`src/spid_pkg.sv`:
```
// ----------------------------------------------------------------------------
// spid_pkg - shared types, constants and saturation helpers
// Common definitions for the saturating pid controller and its arithmetic
// units.
// ----------------------------------------------------------------------------
package spid_pkg;

   localparam int DW = 32;

   localparam logic signed [DW-1:0] SAT_MAX = {1'b0, {(DW-1){1'b1}}};
   localparam logic signed [DW-1:0] SAT_MIN = {1'b1, {(DW-1){1'b0}}};

   // register indexes on the csr port
   localparam int CSR_IDX_W = 2;
   localparam logic [CSR_IDX_W-1:0] CSR_PROP_GAIN  = 2'd0;
   localparam logic [CSR_IDX_W-1:0] CSR_INTEG_GAIN = 2'd1;
   localparam logic [CSR_IDX_W-1:0] CSR_DERIV_GAIN = 2'd2;
   localparam logic [CSR_IDX_W-1:0] CSR_INTEG_MODE = 2'd3;

   // integration rules
   localparam int MODE_W = 2;
   localparam logic [MODE_W-1:0] MODE_FWD  = 2'd0;
   localparam logic [MODE_W-1:0] MODE_BWD  = 2'd1;
   localparam logic [MODE_W-1:0] MODE_TRAP = 2'd2;

   // integral area per second, time in ms
   localparam logic [DW-1:0] MS_PER_S = DW'(1000);

   typedef logic signed [DW-1:0] word_type;
   typedef logic signed [DW:0]   wide_type;

   // clamp a value one bit wider than the data path
   function automatic word_type sat_wide(input wide_type v);
      word_type r;
      if (v[DW] != v[DW-1]) begin
         r = v[DW] ? SAT_MIN : SAT_MAX;
      end else begin
         r = v[DW-1:0];
      end
      return r;
   endfunction

   function automatic word_type sat_add(input word_type a, input word_type b);
      wide_type s;
      s = {a[DW-1], a} + {b[DW-1], b};
      return sat_wide(s);
   endfunction

   function automatic word_type sat_neg(input word_type a);
      wide_type s;
      s = (DW+1)'(0) - {a[DW-1], a};
      return sat_wide(s);
   endfunction

   // halve, truncating toward zero
   function automatic word_type half_trunc(input word_type a);
      wide_type s;
      s = {a[DW-1], a} + {{DW{1'b0}}, a[DW-1]};
      return s[DW:1];
   endfunction

endpackage

```
`src/saturating_pid_controller.sv`:
```
// ----------------------------------------------------------------------------
// saturating_pid_controller - integer pid with saturation and anti-windup
// Sequencer around one shared multiplier and one iterative divider.
//
//   channel   ports                               direction  handshake
//   request   req_setpoint/measured/time_ms       in         valid/ready
//   response  rsp_drive                           out        valid/ready
//   csr       csr_index, csr_wdata                in         csr_wen only
//
// Requests are taken only in the idle state, so the next item is accepted
// once the current result is in the output register. The two divisions
// (derivative by the elapsed time, integral increment by 1000) run one
// after the other on the shared divider; an item with zero error or zero
// elapsed time skips them. Reset is synchronous and clears all but the
// per-item working registers. A stalled response holds in the output register
// while the next item is accepted, whose result waits for the register.
// ----------------------------------------------------------------------------
module saturating_pid_controller
   import spid_pkg::*;
(
   input  logic                        clock,
   input  logic                        reset,
   input  logic                        req_valid,
   output logic                        req_ready,
   input  logic signed [DW-1:0]        req_setpoint,
   input  logic signed [DW-1:0]        req_measured,
   input  logic [DW-1:0]               req_time_ms,
   output logic                        rsp_valid,
   input  logic                        rsp_ready,
   output logic signed [DW-1:0]        rsp_drive,
   input  logic                        csr_wen,
   input  logic [CSR_IDX_W-1:0]        csr_index,
   input  logic [DW-1:0]               csr_wdata
);

   localparam int ST_W = 4;
   localparam logic [ST_W-1:0] S_IDLE = 4'd0;
   localparam logic [ST_W-1:0] S_CHK  = 4'd1;
   localparam logic [ST_W-1:0] S_M1   = 4'd2;
   localparam logic [ST_W-1:0] S_M2   = 4'd3;
   localparam logic [ST_W-1:0] S_M3   = 4'd4;
   localparam logic [ST_W-1:0] S_M4   = 4'd5;
   localparam logic [ST_W-1:0] S_M5   = 4'd6;
   localparam logic [ST_W-1:0] S_DW1  = 4'd7;
   localparam logic [ST_W-1:0] S_DW2  = 4'd8;
   localparam logic [ST_W-1:0] S_PD   = 4'd9;
   localparam logic [ST_W-1:0] S_FIN  = 4'd10;
   localparam logic [ST_W-1:0] S_SUM  = 4'd11;
   localparam logic [ST_W-1:0] S_OUT  = 4'd12;

   logic [ST_W-1:0] state_ff, state_in;

   // configuration
   word_type          kp_ff, ki_ff, kd_ff;
   logic [MODE_W-1:0] mode_ff;

   // persistent state
   word_type      integ_ff, integ_in;
   word_type      prev_err_ff, prev_err_in;
   logic [DW-1:0] prev_time_ff, prev_time_in;

   // per-item working registers
   word_type      err_ff, err_in;
   logic [DW-1:0] dt_ff, dt_in;
   logic [DW-1:0] now_ff, now_in;
   word_type      diff_ff, diff_in;
   word_type      esum_ff, esum_in;
   word_type      p_ff, p_in;
   word_type      d_ff, d_in;
   word_type      area_ff, area_in;
   word_type      kia_ff, kia_in;
   word_type      incr_ff, incr_in;
   word_type      pd_ff, pd_in;
   word_type      res_ff, res_in;

   logic          rsp_valid_ff, rsp_valid_in;
   word_type      rsp_drive_ff, rsp_drive_in;

   // shared units
   logic signed [DW:0] mul_a, mul_b;
   word_type           mul_res;
   logic               div_start;
   word_type           div_dividend;
   logic [DW-1:0]      div_divisor;
   logic               div_busy;
   word_type           div_quo;

   wide_type err_wide;
   word_type pd_sum;
   logic     accept;

   spid_mul u_mul (
      .clock   (clock),
      .op_a    (mul_a),
      .op_b    (mul_b),
      .product (mul_res)
   );

   spid_div u_div (
      .clock    (clock),
      .reset    (reset),
      .start    (div_start),
      .dividend (div_dividend),
      .divisor  (div_divisor),
      .busy     (div_busy),
      .quotient (div_quo)
   );

   assign req_ready = (state_ff == S_IDLE);
   assign accept    = req_valid && req_ready;
   assign err_wide  = {req_setpoint[DW-1], req_setpoint} - {req_measured[DW-1], req_measured};
   assign pd_sum    = sat_add(p_ff, d_ff);

   // multiplier operands by step
   always_comb begin
      mul_a = '0;
      mul_b = '0;
      unique case (state_ff)
         S_CHK: begin
            mul_a = {kp_ff[DW-1], kp_ff};
            mul_b = {err_ff[DW-1], err_ff};
         end
         S_M1: begin
            mul_a = {kd_ff[DW-1], kd_ff};
            mul_b = {diff_ff[DW-1], diff_ff};
         end
         S_M2: begin
            mul_a = {1'b0, dt_ff};
            unique case (mode_ff)
               MODE_FWD: mul_b = {prev_err_ff[DW-1], prev_err_ff};
               MODE_BWD: mul_b = {err_ff[DW-1], err_ff};
               default:  mul_b = {esum_ff[DW-1], esum_ff};
            endcase
         end
         S_M4: begin
            mul_a = {ki_ff[DW-1], ki_ff};
            mul_b = {area_ff[DW-1], area_ff};
         end
         default: begin
            mul_a = '0;
            mul_b = '0;
         end
      endcase
   end

   always_comb begin
      state_in     = state_ff;
      integ_in     = integ_ff;
      prev_err_in  = prev_err_ff;
      prev_time_in = prev_time_ff;
      err_in       = err_ff;
      dt_in        = dt_ff;
      now_in       = now_ff;
      diff_in      = diff_ff;
      esum_in      = esum_ff;
      p_in         = p_ff;
      d_in         = d_ff;
      area_in      = area_ff;
      kia_in       = kia_ff;
      incr_in      = incr_ff;
      pd_in        = pd_ff;
      res_in       = res_ff;
      rsp_valid_in = rsp_valid_ff && !rsp_ready;
      rsp_drive_in = rsp_drive_ff;
      div_start    = 1'b0;
      div_dividend = mul_res;
      div_divisor  = dt_ff;

      unique case (state_ff)
         S_IDLE: begin
            if (accept) begin
               err_in   = sat_wide(err_wide);
               dt_in    = req_time_ms - prev_time_ff;
               now_in   = req_time_ms;
               state_in = S_CHK;
            end
         end
         S_CHK: begin
            if (dt_ff == '0 || err_ff == '0) begin
               res_in   = integ_ff;
               state_in = S_OUT;
            end else begin
               diff_in  = sat_add(err_ff, sat_neg(prev_err_ff));
               esum_in  = sat_add(err_ff, prev_err_ff);
               state_in = S_M1;
            end
         end
         S_M1: begin
            p_in     = mul_res;
            state_in = S_M2;
         end
         S_M2: begin
            // derivative product straight into the divider
            div_start = 1'b1;
            state_in  = S_M3;
         end
         S_M3: begin
            area_in  = (mode_ff == MODE_FWD || mode_ff == MODE_BWD) ? mul_res
                                                                  : half_trunc(mul_res);
            state_in = S_M4;
         end
         S_M4: begin
            state_in = S_M5;
         end
         S_M5: begin
            kia_in   = mul_res;
            state_in = S_DW1;
         end
         S_DW1: begin
            div_dividend = kia_ff;
            div_divisor  = MS_PER_S;
            if (!div_busy) begin
               d_in      = div_quo;
               div_start = 1'b1;
               state_in  = S_DW2;
            end
         end
         S_DW2: begin
            if (!div_busy) begin
               incr_in  = div_quo;
               state_in = S_PD;
            end
         end
         S_PD: begin
            pd_in = pd_sum;
            // anti-windup: p + d alone at a bound leaves the state alone
            if (pd_sum == SAT_MAX || pd_sum == SAT_MIN) begin
               res_in   = pd_sum;
               state_in = S_OUT;
            end else begin
               state_in = S_FIN;
            end
         end
         S_FIN: begin
            integ_in     = sat_add(integ_ff, incr_ff);
            prev_err_in  = err_ff;
            prev_time_in = now_ff;
            state_in     = S_SUM;
         end
         S_SUM: begin
            res_in   = sat_add(pd_ff, integ_ff);
            state_in = S_OUT;
         end
         S_OUT: begin
            if (!rsp_valid_ff || rsp_ready) begin
               rsp_drive_in = res_ff;
               rsp_valid_in = 1'b1;
               state_in     = S_IDLE;
            end
         end
         default: begin
            state_in = S_IDLE;
         end
      endcase
   end

   always_ff @(posedge clock) begin
      if (reset) begin
         state_ff     <= S_IDLE;
         rsp_valid_ff <= 1'b0;
         integ_ff     <= '0;
         prev_err_ff  <= '0;
         prev_time_ff <= '0;
         kp_ff        <= '0;
         ki_ff        <= '0;
         kd_ff        <= '0;
         mode_ff      <= MODE_FWD;
      end else begin
         state_ff     <= state_in;
         rsp_valid_ff <= rsp_valid_in;
         integ_ff     <= integ_in;
         prev_err_ff  <= prev_err_in;
         prev_time_ff <= prev_time_in;
         if (csr_wen) begin
            unique case (csr_index)
               CSR_PROP_GAIN:  kp_ff   <= csr_wdata;
               CSR_INTEG_GAIN: ki_ff   <= csr_wdata;
               CSR_DERIV_GAIN: kd_ff   <= csr_wdata;
               CSR_INTEG_MODE: mode_ff <= csr_wdata[MODE_W-1:0];
               default:        mode_ff <= mode_ff;
            endcase
         end
      end
      err_ff       <= err_in;
      dt_ff        <= dt_in;
      now_ff       <= now_in;
      diff_ff      <= diff_in;
      esum_ff      <= esum_in;
      p_ff         <= p_in;
      d_ff         <= d_in;
      area_ff      <= area_in;
      kia_ff       <= kia_in;
      incr_ff      <= incr_in;
      pd_ff        <= pd_in;
      res_ff       <= res_in;
      rsp_drive_ff <= rsp_drive_in;
   end

   assign rsp_valid = rsp_valid_ff;
   assign rsp_drive = rsp_drive_ff;

endmodule

```
`src/spid_mul.sv`:
```
// ----------------------------------------------------------------------------
// spid_mul - shared saturating multiplier
// Sign-magnitude multiply with the product registered; the saturated
// result is available in the cycle after the operands.
// ----------------------------------------------------------------------------
module spid_mul
   import spid_pkg::*;
(
   input  logic                 clock,
   input  logic signed [DW:0]   op_a,
   input  logic signed [DW:0]   op_b,
   output logic signed [DW-1:0] product
);

   localparam logic [2*DW-1:0] POS_LIM = (2*DW)'(SAT_MAX);
   localparam logic [2*DW-1:0] NEG_LIM = POS_LIM + (2*DW)'(1);

   logic [DW-1:0]   mag_a, mag_b;
   logic [DW:0]     neg_a, neg_b;
   logic [2*DW-1:0] mag_ff, mag_in;
   logic            sign_ff, sign_in;

   always_comb begin
      neg_a   = (DW+1)'(0) - op_a;
      neg_b   = (DW+1)'(0) - op_b;
      mag_a   = op_a[DW] ? neg_a[DW-1:0] : op_a[DW-1:0];
      mag_b   = op_b[DW] ? neg_b[DW-1:0] : op_b[DW-1:0];
      mag_in  = {{DW{1'b0}}, mag_a} * {{DW{1'b0}}, mag_b};
      sign_in = op_a[DW] ^ op_b[DW];
   end

   always_ff @(posedge clock) begin
      mag_ff  <= mag_in;
      sign_ff <= sign_in;
   end

   always_comb begin
      if (!sign_ff) begin
         product = (mag_ff > POS_LIM) ? SAT_MAX : mag_ff[DW-1:0];
      end else if (mag_ff > NEG_LIM) begin
         product = SAT_MIN;
      end else begin
         product = ~mag_ff[DW-1:0] + DW'(1);
      end
   end

endmodule

```
`src/spid_div.sv`:
```
// ----------------------------------------------------------------------------
// spid_div - iterative signed-by-unsigned divider
// Restoring division, two quotient bits a cycle; quotient truncates toward
// zero. Busy from the cycle after start until the quotient is ready.
// ----------------------------------------------------------------------------
module spid_div
   import spid_pkg::*;
(
   input  logic                 clock,
   input  logic                 reset,
   input  logic                 start,
   input  logic signed [DW-1:0] dividend,
   input  logic [DW-1:0]        divisor,
   output logic                 busy,
   output logic signed [DW-1:0] quotient
);

   localparam int STEPS = DW / 2;
   localparam int CNT_W = $clog2(STEPS);

   logic [DW-1:0]    rem_ff, rem_in;
   logic [DW-1:0]    quo_ff, quo_in;
   logic [DW-1:0]    den_ff, den_in;
   logic             neg_ff, neg_in;
   logic [CNT_W-1:0] count_ff, count_in;
   logic             busy_ff, busy_in;

   logic [DW:0]   r1, r1s, r2, r2s;
   logic          ge1, ge2;
   logic [DW-1:0] q1, q2;
   logic [DW-1:0] mag_div;

   always_comb begin
      // first bit of the pair
      r1  = {rem_ff, quo_ff[DW-1]};
      ge1 = r1 >= {1'b0, den_ff};
      r1s = ge1 ? r1 - {1'b0, den_ff} : r1;
      q1  = {quo_ff[DW-2:0], ge1};
      // second bit
      r2  = {r1s[DW-1:0], q1[DW-1]};
      ge2 = r2 >= {1'b0, den_ff};
      r2s = ge2 ? r2 - {1'b0, den_ff} : r2;
      q2  = {q1[DW-2:0], ge2};

      mag_div = dividend[DW-1] ? (DW'(0) - dividend) : dividend;

      rem_in   = rem_ff;
      quo_in   = quo_ff;
      den_in   = den_ff;
      neg_in   = neg_ff;
      count_in = count_ff;
      busy_in  = busy_ff;
      if (start) begin
         rem_in   = '0;
         quo_in   = mag_div;
         den_in   = divisor;
         neg_in   = dividend[DW-1];
         count_in = CNT_W'(STEPS - 1);
         busy_in  = 1'b1;
      end else if (busy_ff) begin
         rem_in   = r2s[DW-1:0];
         quo_in   = q2;
         count_in = count_ff - CNT_W'(1);
         busy_in  = (count_ff != '0);
      end
   end

   always_ff @(posedge clock) begin
      if (reset) begin
         busy_ff <= 1'b0;
      end else begin
         busy_ff <= busy_in;
      end
      rem_ff   <= rem_in;
      quo_ff   <= quo_in;
      den_ff   <= den_in;
      neg_ff   <= neg_in;
      count_ff <= count_in;
   end

   assign busy     = busy_ff;
   assign quotient = neg_ff ? (DW'(0) - quo_ff) : quo_ff;

endmodule

```
`config.mk`:
```
export PLATFORM = sky130hd
export DESIGN_NAME = saturating_pid_controller
export DESIGN_NICKNAME = d
export VERILOG_FILES = /design/src/spid_pkg.sv /design/src/saturating_pid_controller.sv /design/src/spid_mul.sv /design/src/spid_div.sv
export SDC_FILE = /design/constraint.sdc
export NUM_CORES = 2
export LEC_CHECK = 0
export ABC_CLOCK_PERIOD_IN_PS = 11980
export CAP_MARGIN = 20
export CORE_UTILIZATION = 50
export DETAILED_ROUTE_END_ITERATION = 8
export DONT_BUFFER_PORTS = 1
export HOLD_SLACK_MARGIN = 0.02
export SLEW_MARGIN = 40
export SYNTH_ARGS = -nofsm -noshare
export SYNTH_HDL_FRONTEND = slang
export SYNTH_SLANG_ARGS = --single-unit
export TNS_END_PERCENT = 30
```
`constraint.sdc`:
```
create_clock -name clock -period 11.98 [get_ports clock]
set_input_delay 0.599 -clock clock [delete_from_list [all_inputs] [get_ports clock]]
set_output_delay 0.599 -clock clock [all_outputs]
set_load 0.1 [all_outputs]
```
==> impl_metrics.tcl <==
set metrics [dict create \
    setup-tns-final_ps 0 \
    fillerInstances 14897 \
    worst_pin_slew_ps 988.4 \
    seq_area_mm2 0.02048 \
    max-vdd-ir-drop_v 0.0001809 \
    final_nets 11009 \
    synthAdderAreaFrac 0.3078 \
    die-area_mm2 0.1672 \
    cap_viol_max_count 0 \
    synthFlopType "sky130_fd_sc_hd__edfxtp_1" \
    die_height_um 409.0 \
    gp_congestion 0.9569 \
    period_share 0.9560 \
    instances_no_fill 11688 \
    timing.final.hold_violations 0 \
    cts_made_buffers 92 \
    final_max_slew_viol_count 0 \
    worstPathMaxFanout 17 \
    clk-insertion-delay-late_ps 770 \
    syn_area_mm2 0.08281 \
    layout_common_cells "sky130_fd_sc_hd__nand2_1 (1,284), sky130_fd_sc_hd__inv_1 (1,214), sky130_fd_sc_hd__fa_1 (905)" \
    worst_ep_arrival_time_ps 12040 \
    crit_path_end_kind "flip-flop" \
    slowest_delay_ps 530 \
    grt_use_met2 0.5418 \
    overall_power_after_layout_mw 14.50 \
    synth_sequential_area_ratio 0.2472 \
    io_buffer_count 0 \
    dpl.cell_count 11405 \
    wl_mm 283.5 \
    std_cell_rows 148 \
    timing.setup.critical_path_class "reg -> reg" \
    clkTransAtPathRegs_ps 60 \
    final.setup.worst_slack_ps 527.6 \
    htreeDepth 3 \
    layout-drive-gt1-share 0.06978 \
    timing.final.setup_violations 0 \
    tightest_slew_margin_relative_to_the_limit 0.3341 \
    synth_simple_gate_area_share 0.1615 \
    avgSynthCellArea_um2 8.825 \
    ctsRootBufferMaster "sky130_fd_sc_hd__clkbuf_16" \
    largest_reg_flops 64 \
    wire_length_of_the_first_global_routing_pass_mm 431.7 \
    routedWlPerCell_um 24.26 \
    final.min_clock_period_ps 11450 \
    run_status "finished, final reports clean" \
    vias_in_the_first_global_route 69559 \
    area_growth_pct 10.27 \
    synth_top_area_frac 0.2188 \
    die_w_um 409.0 \
    globalRouteTotalUtil 0.3399 \
    unrepaired_setup_endpoints_after_global_routing "no" \
    groute.layer.met3.usage 0.05230 \
    cts_tree "built" \
    grt_overflow_total 0 \
    required_time_reported_for_the_critical_path_endpoint_ps 12570 \
    hold_path_class "in -> reg" \
    synth_top_family_by_area "adder cells" \
    synth_compound_gate_area_share 0.1479 \
    hpwl_mm 224.8 \
    floorplan.initialDensity 0.5064 \
    synth_area_leader_cell "sky130_fd_sc_hd__fa_1" \
    core_region_area_mm2 0.1635 \
    worst_clock_skew_ps 53.85 \
    global_route.peak_usage_layer "met2" \
    max_freq_mhz 87.32 \
    detailedPlace.worstSlack_ps 336.0 \
    synth.yosys.warnings 0 \
    drt_pre_antenna_iters 9 \
    power_density_mw_per_mm2 158.8 \
    cp_num_buf_inv 9 \
    num_vias 69874 \
    synth.ff_latch_count 782 \
    clock_sink_count 782 \
    postRouteAntennaNets 0 \
    cts-root-to-sink-buffers 3 \
    grt_antenna_before_repair 29 \
    top_register "u_mul.mag_ff" \
    synth.area.top_cells "sky130_fd_sc_hd__fa_1 (22%), sky130_fd_sc_hd__edfxtp_1 (17%), sky130_fd_sc_hd__ha_1 (8.5%)" \
    yosys.area_share.xor_xnor 0.05151 \
    synthCells 9383 \
    detailedRoute.firstIterationViolations 6451 \
    critical_path.slowest_cell "sky130_fd_sc_hd__fa_1" \
    critical_path.top_delay_family "adder cells" \
    synth_cell_types 97 \
    cpMostUsedCell "sky130_fd_sc_hd__fa_1" \
    design.portCount 169 \
    layout_commonest_cell "sky130_fd_sc_hd__nand2_1" \
    grt.met1_usage 0.4502 \
    synth.area.mux_share 0.009051 \
    async_reset_ff_frac 0 \
    pin_count_of_the_biggest_net_entering_global_routing 199 \
    multi_input_area_mm2 0.05688 \
    synth_nets 10983 \
    leakage_nw 39.88 \
    number_of_enable_flip_flop_cells_after_synthesis 481 \
    crit_path_start_kind "flip-flop" \
    detail_route.drc_violations 0 \
    routed_via_density 5.978 \
]
metrics by stage:
step,hold WS (ps),area [um^2],utilization
final,81.37,91310,0.5584
after global routing,62.42,91270,0.5582
after CTS,31.98,90830,0.5555
after detailed placement,405.4,86960,0.5318
after global placement,405.3,86350,0.5281
after floorplan,400.3,82810,-
area by class of cell:
| cell class | count | share of cell area |
|---|---|---|
| Antenna cell | 26 | 0.0007126 |
| Clock buffer | 132 | 0.02871 |
| Tap cell | 2175 | 0.02980 |
| Sequential cell | 782 | 0.2243 |
| Timing Repair Buffer | 363 | 0.03730 |
| Inverter | 1218 | 0.05007 |
| Clock inverter | 40 | 0.006125 |
| Multi-Input combinational cell | 6952 | 0.6230 |
worst paths after layout:
kind / startpoint / end / slack [ps] / cells after the start
setup / recovery: state_ff[1] / u_mul.mag_ff[63] / 530 / 37
hold reg to reg: res_ff[22] / rsp_drive[22] / 420 / 0
setup reg to reg: state_ff[1] / u_mul.mag_ff[63] / 530 / 37
hold / removal: reset / state_ff[1] / 80 / 2
metal layers:
layer	wire length, um	part of all wire
met5	121	0.00043
met2	129000	0.46
met3	21740	0.077
met4	16320	0.058
met1	116300	0.41
cells by family (layout without fill, tap and decap cells):
| kind of cell | count (synthesis) | in the layout |
|---|---|---|
| simple gates | 2989 | 2989 |
| compound gates | 1902 | 1902 |
| buf+inv | 1649 | 1753 |
| fa+ha+maj | 1501 | 1501 |
| flops | 782 | 782 |
| xor+xnor | 487 | 487 |
| mux | 73 | 73 |
| other cells | 0 | 26 |
cell usage after synthesis (all sizes together), types with 62 or more instances:
cell,count
nor4,62
dfxtp,301
inv,1216
nand2b,99
o211ai,82
nand2,1288
a211oi,64
xnor2,283
nor3,110
a21oi,623
edfxtp,481
nor2,850
nor2b,64
a21o,170
nand3,103
fa,905
xor2,204
o21ai,369
ha,560
clkbuf,408
and2,123
report_power, final:
part	internal [mW]	leakage (nW)	total, mW	switching [mW]
Clock	1.73	1.53	3.00	1.27
Sequential	3.29	6.83	3.63	0.348
Combinational	2.72	31.5	7.87	5.15
Total	7.74	39.9	14.5	6.76
timing repair:
| item | 4_1_cts | 5_1_grt |
|---|---|---|
| endpoints found under the setup margin | 0 | 11 |
| buffers inserted | 0 | 12 |
| hold endpoints to repair | 230 | 0 |
| hold buffers | 67 | 0 |
| resized for setup | 0 | 13 |
(Power assumes the default switching activity.)
